**src/hw/rtl/cnms_pkg.sv**
```systemverilog
// ----------------------------------------------------------------------------
// cnms_pkg
// shared constants for the canny non-maximum suppression block
// ----------------------------------------------------------------------------
package cnms_pkg;

  // default sizing
  localparam int unsigned MAX_LINE_PIXELS_DEF = 1024;
  localparam int unsigned GRADIENT_BITS_DEF   = 16;
  localparam int unsigned FRACTION_BITS_DEF   = 4;

  // configuration port
  localparam int unsigned CFG_IDX_W  = 3;
  localparam int unsigned CFG_DATA_W = 20;

  // register indexes
  localparam logic [CFG_IDX_W-1:0] REG_IMAGE_WIDTH     = 3'd0;
  localparam logic [CFG_IDX_W-1:0] REG_IMAGE_HEIGHT    = 3'd1;
  localparam logic [CFG_IDX_W-1:0] REG_BORDER_MARGIN   = 3'd2;
  localparam logic [CFG_IDX_W-1:0] REG_MAGNITUDE_LIMIT = 3'd3;
  localparam logic [CFG_IDX_W-1:0] REG_MAGNITUDE_MAX   = 3'd4;
  localparam logic [CFG_IDX_W-1:0] REG_MAGNITUDE_SCALE = 3'd5;

  // register reset values
  localparam logic [10:0] IMAGE_WIDTH_RST     = 11'd640;
  localparam logic [15:0] IMAGE_HEIGHT_RST    = 16'd480;
  localparam logic [6:0]  BORDER_MARGIN_RST   = 7'd16;
  localparam logic [16:0] MAGNITUDE_LIMIT_RST = 17'd16000;
  localparam logic [19:0] MAGNITUDE_MAX_RST   = 20'd100000;
  localparam logic [9:0]  MAGNITUDE_SCALE_RST = 10'd100;

  // output item layout
  localparam int unsigned OUT_DATA_W = 48;

endpackage

```
**src/hw/rtl/cnms_sqrt.sv**
```systemverilog
// ----------------------------------------------------------------------------
// cnms_sqrt
// iterative integer square root, two radicand bits per cycle
// ----------------------------------------------------------------------------
module cnms_sqrt
  import cnms_pkg::*;
#(
  parameter int unsigned RootW = GRADIENT_BITS_DEF
) (
  input  logic                 clk_i,
  input  logic                 rst_ni,
  input  logic                 start_i,
  input  logic [2*RootW-1:0]   rad_i,
  output logic                 done_o,
  output logic [RootW-1:0]     root_o
);

  localparam int unsigned RadW = 2 * RootW;
  localparam int unsigned RemW = RootW + 2;
  localparam int unsigned ShW  = RootW + 4;
  localparam int unsigned CntW = $clog2(RootW + 1);

  logic [RadW-1:0]  rad_q;
  logic [RemW-1:0]  rem_q;
  logic [RootW-1:0] root_q;
  logic [CntW-1:0]  cnt_q;
  logic             done_q;

  logic [ShW-1:0] rem_sh;
  logic [ShW-1:0] trial;
  logic           take;

  assign rem_sh = {rem_q, rad_q[RadW-1 -: 2]};
  assign trial  = ShW'({root_q, 2'b01});
  assign take   = rem_sh >= trial;

  always_ff @(posedge clk_i or negedge rst_ni) begin
    if (!rst_ni) begin
      cnt_q  <= '0;
      done_q <= 1'b0;
    end else if (start_i) begin
      cnt_q  <= CntW'(RootW);
      done_q <= 1'b0;
    end else begin
      done_q <= (cnt_q == CntW'(1));
      if (cnt_q != '0) begin
        cnt_q <= cnt_q - CntW'(1);
      end
    end
  end

  always_ff @(posedge clk_i) begin
    if (start_i) begin
      rad_q  <= rad_i;
      rem_q  <= '0;
      root_q <= '0;
    end else if (cnt_q != '0) begin
      rad_q  <= {rad_q[RadW-3:0], 2'b00};
      rem_q  <= take ? RemW'(rem_sh - trial) : RemW'(rem_sh);
      root_q <= {root_q[RootW-2:0], take};
    end
  end

  assign done_o = done_q;
  assign root_o = root_q;

endmodule

```
**config.mk**
```make
export PLATFORM = sky130hd
export DESIGN_NAME = cnms_sqrt
export DESIGN_NICKNAME = d
export VERILOG_FILES = /design/src/hw/rtl/cnms_pkg.sv /design/src/hw/rtl/cnms_sqrt.sv
export SDC_FILE = /design/constraint.sdc
export NUM_CORES = 1
export LEC_CHECK = 0
export BUFFER_PORTS_ARGS = -buffer_cell sky130_fd_sc_hd__buf_2
export CORE_ASPECT_RATIO = 0.6
export CORE_UTILIZATION = 40
export CTS_BUF_LIST = sky130_fd_sc_hd__clkbuf_4 sky130_fd_sc_hd__clkbuf_8
export DETAILED_ROUTE_END_ITERATION = 8
export GPL_ROUTABILITY_DRIVEN = 0
export GPL_TIMING_DRIVEN = 0
export SKIP_LAST_GASP = 1
export SYNTH_ARGS = -nofsm -noshare
export SYNTH_HDL_FRONTEND = slang
export SYNTH_SLANG_ARGS = --single-unit
```
**constraint.sdc**
```tcl
create_clock -name clk_i -period 7 [get_ports clk_i]
set_input_delay 1.05 -clock clk_i [delete_from_list [all_inputs] [get_ports clk_i]]
set_output_delay 1.05 -clock clk_i [all_outputs]
set_load 0.05 [all_outputs]
```
; After elaboration in Yosys (flattened, before gate mapping)
; Cells that the tools add are included.
[op_classes]
n_lt_le_gt_ge = 1
eq_ne = 1
n_reduce_logical = 2
addsub = 2
n_mux = 6
[op_table]
columns = operator, count
row1 = $mux 32, 2
row2 = $ge 20x18->1, 1
row3 = $mux 18, 1
row4 = $sub 18x18->18, 1
row5 = $mux 5, 2
row6 = $eq 5x1->1 const B, 1
row7 = $reduce_bool 5->1, 1
row8 = $sub 5x1->5 const B, 1
row9 = $reduce_bool 2->1, 1
row10 = $mux 1, 1
[totals]
inputBits = 35
regBits = 72
output_inout_bits = 17

; Logic depth before layout (Yosys ltp)
[depth]
word_depth = 3
depth_mapped = 11
ltp_nobuf = 9

; Worst setup path after synthesis
; No wires, ideal clock.
[synth_timing]
path_type = input to register
start = input start_i
end = register rad_q[0] (enable)
stages = 3
t_arrival_ns = 2.469
path_slack_ns = 4.137
path_cell_list = buf_1 -> clkbuf_1 -> nand2b_1
[synth_via]
elab_chain_cells = 1
[synth_lines]
columns = element, line
row1 = "start, declared", cnms_sqrt.sv:12  ; input logic start_i,
row2 = $reduce_bool 2->1 (no line), --
row3 = "end signal, assigned", cnms_sqrt.sv:54  ; rad_q <= rad_i;
row4 = "end signal, assigned", cnms_sqrt.sv:58  ; rad_q <= {rad_q[RadW-3:0], 2'b00};
row5 = "end, declared", cnms_sqrt.sv:23  ; logic [RadW-1:0] rad_q;
; Every way passes these cells.
; A chain may end at the register's enable or synchronous reset.

; Worst setup path after layout
[layout_timing]
start = register cnt_q[2]
end = register rad_q[22] (enable)
[layout_via]
elab_chain_cells = 2
[layout_lines]
columns = element, line
row1 = "start, declared", cnms_sqrt.sv:26  ; logic [CntW-1:0] cnt_q;
row2 = "start signal, assigned", cnms_sqrt.sv:42  ; cnt_q <= CntW'(RootW);
row3 = "start signal, assigned", cnms_sqrt.sv:47  ; cnt_q <= cnt_q - CntW'(1);
row4 = $reduce_bool 5->1, cnms_sqrt.sv:57  ; end else if (cnt_q != '0) begin
row5 = $reduce_bool 2->1 (no line), --
; Every way passes these cells.

==> flow_metrics.py <==
metrics = {
    "global_route": {
        "first_global_vias": 3116,
        "grt_start_max_net_pins": 33,
        "global_route_wire_length_before_repair_um": 16300,
        "grt.overflow.total": 0,
        "initial_antenna_violation_count": 0,
        "grt_use_total_pct": 21.4,
    },
    "critical_path": {
        "reg2reg_setup_slack_ns": 4.02,
        "criticalPathCategory": "register to register",
        "timing.critical_path.fanout_max": 32,
        "timing.critical_path.required_ns": 6.93,
        "crit_path_end_kind": "register",
        "critPathLaunchType": "register",
        "endpoint": "rad_q[22]",
        "cell_breakdown_of_the_critical_path": "nor3_1, and2_1, clkbuf_1, buf_1, nand2b_2",
        "reg2reg_to": "rad_q[22]",
        "worst_setup_path_startpoint": "cnt_q[2]",
        "critical_path.max_stage_delay_ns": 0.60,
        "r2r.worst_path.cells": 5,
        "r2r_start": "cnt_q[2]",
        "worst_ep_arrival_time_ns": 2.91,
        "crit_slowest_cell": "nand2b_2",
    },
    "logic_synthesis": {
        "synth.lib_cells_used.distinct": 49,
        "synthMostInstantiatedCell": "nand2_1",
        "syn_nets": 462,
        "yosysSeqAreaShare_pct": 45.8,
        "synth_async_sr_flop_share_pct": 8.33,
        "synth_top_flop_cell": "dfxtp_1",
        "synthDominantCellAreaShare_pct": 24.5,
        "syn_area_sq_um": 3920,
        "yosys_warnings": 0,
        "library_cell_with_the_largest_summed_area_after_synthesis": "edfxtp_1",
        "yosys_register_bits": 72,
        "synthTopCellsByCount": "nand2_1 (50), dfxtp_1 (34), edfxtp_1 (32)",
        "synth_cells": 406,
        "top_post_synthesis_cells_by_area": "edfxtp_1 (25%), dfxtp_1 (17%), ha_1 (6.7%)",
        "synth-edff-count": 32,
        "syn_area_per_cell_sq_um": 9.64,
    },
    "floorplan": {
        "die-width_um": 130,
        "floorplan.die_area_sq_um": 10200,
        "core_area_sq_um": 9320,
        "design.portCount": 52,
        "dieHeight_um": 78.6,
        "floorplan.initialDensity_pct": 42.0,
        "num_rows": 27,
    },
    "pwr": {
        "power.ir.vdd_worst_v": 0.000169,
        "cellPowerDensity_nw_per_um2": 460,
        "static-leakage-power_nw": 1.84,
        "finalPower_mw": 2.11,
    },
    "routing": {
        "routed_wire_length_per_instance_um": 16.6,
        "viasPerCell": 5.44,
        "routed-via-count": 3282,
        "routed_wl_um": 10000,
        "ant_nets": 0,
        "number_of_drc_markers_in_iteration_0": 229,
        "drcViolationCount": 0,
        "detail_route.first_pass.iterations": 5,
    },
    "clocking": {
        "clockRootBuffer": "clkbuf_8",
        "post_cts.repair.setup_buffers": 0,
        "cts_h_tree_depth": 3,
        "clkLatencyLatePin_ns": 0.36,
        "postCtsResizedCells": 0,
        "tritoncts": "yes",
        "ctsLongestPathBuffers": 2,
        "clock_sinks": 72,
        "tritoncts.num_buffers": 9,
        "cts-hold-fix-buffers": 0,
        "worst_setup_hold_path_clk_slew_ns": 0.09,
    },
    "final_layout": {
        "final-seq-area_sq_um": 1790,
        "insertedDiodeCount": 0,
        "syn_to_final_growth_pct": 17.1,
        "layout-drive-gt1-share_pct": 20.7,
        "fillers": 922,
        "layout.nets": 524,
        "multiInputGateArea_sq_um": 1960,
        "finalNonFillerCells": 603,
    },
    "sta": {
        "finalSetupTns_ns": 0,
        "rsz0062_at_grt": "false",
        "timing_max_transition_violations_final": 0,
        "fmax_ghz": 0.336,
        "post-route-period-util_pct": 42.6,
        "final_hold_viol_count": 0,
        "final_critical_path_required_period_ns": 2.98,
        "tightest_slew_ns": 0.808,
        "final-setup-viol-count": 0,
        "skew_ns": 0.0104,
        "maxSlewHeadroom_pct": 46.2,
    },
    "hold_path": {
        "hold_path_class": "primary input to async pin",
    },
    "run_status": {
        "result_of_the_run": "completed",
    },
    "place": {
        "placement.io_buffers": 51,
        "hpwlAfterDp_um": 7270,
        "post-place-cells": 587,
    },
    "job": {
        "cap_violations": 0,
    },
}
==> flip-flops by register name (all words and copies together) (netlist names) <==
| signal | cells |
|---|---|
| cnt_q | 5 |
| root_o | 16 |
| rem_q | 18 |
| rad_q | 32 |
| done_o | 1 |
==> layer usage <==
layer	track usage [%]	wire length (um)	up-vias
met2	28.0	3830	127
met4	6.86	124	0
met3	5.73	754	15
met1	32.9	5300	1537
li1	-	-	1603
met5	0	0	-
==> per-stage QoR <==
step / utilization (%) / area (sq um) / setup WS [ns] / hold slack [ns]
after floorplan: - / 3920 / 4.14 / 0.472
after global placement: 46.5 / 4330 / 3.38 / 0.469
after detailed placement: 46.5 / 4340 / 3.84 / 0.477
after CTS: 49.2 / 4590 / 4.05 / 0.485
after global routing: 49.2 / 4590 / 3.81 / 0.489
final: 49.2 / 4590 / 4.02 / 0.491
==> final cells by class <==
| type | instances | area share (%) |
|---|---|---|
| Buffer | 20 | 1.72 |
| Clock buffer | 10 | 3.00 |
| Clock inverter | 6 | 2.46 |
| Inverter | 22 | 1.80 |
| Multi-Input combinational cell | 292 | 42.8 |
| Sequential cell | 72 | 39.1 |
| Tap cell | 130 | 3.55 |
| Timing Repair Buffer | 51 | 5.57 |
==> cell families after synthesis <==
logic type / share of synthesized area [%]
DFF: 45.8
muxes: 8.88
AOI/OAI and AO/OA: 13.2
and+or+nand+nor: 18.7
xor gates and xnor gates: 2.68
adders and majority gates: 6.71
buffers and inverters: 4.12
==> worst min-delay path by stage <==
stage	to	start	slack (ns)	cells past startpoint
floorplan	rem_q[3]	rem_q[1]	0.47	2
global placement	root_o[10]	root_o[10]	0.47	2
detailed placement	root_o[15]	root_o[15]	0.48	2
CTS	cnt_q[4]	rst_ni	0.48	1
global route	cnt_q[0]	rst_ni	0.49	1
finish	cnt_q[4]	rst_ni	0.49	1
==> worst max-delay path, delay by kind of cell (launching register included) <==
| family | cells | cell delay, ns |
|---|---|---|
| buf+inv | 2 | 0.97 |
| flops | 1 | 0.42 |
| simple gates | 3 | 1.15 |
==> report_power, final <==
part           leakage, nW  switching (mW)  total, mW  internal (mW)
Clock                0.127           0.171      0.420          0.248
Combinational         1.02           0.639       1.06          0.420
Sequential           0.696          0.0676      0.631          0.563
==> layout by cell type, fill, tap and decap left out, drive strengths merged, types with 2 or more instances in the layout <==
master   count
a2111oi      2
a211o        2
a211oi      11
a21oi       26
a311oi       6
a31oi        2
and2         6
and4         2
buf         58
bufinv       3
clkbuf      23
dfrtp        6
dfxtp       34
edfxtp      32
ha          21
inv         24
mux2        30
nand2       50
nand2b       5
nand3        6
nand3b       2
nand4        2
nor2        30
nor3        27
nor3b        2
nor4         9
o21a         4
o21ai       10
o21bai       2
o22ai        2
o31a         2
o31ai        2
or3          5
or4          3
xnor2        9
xor2         3
(Power assumes the default switching activity.)
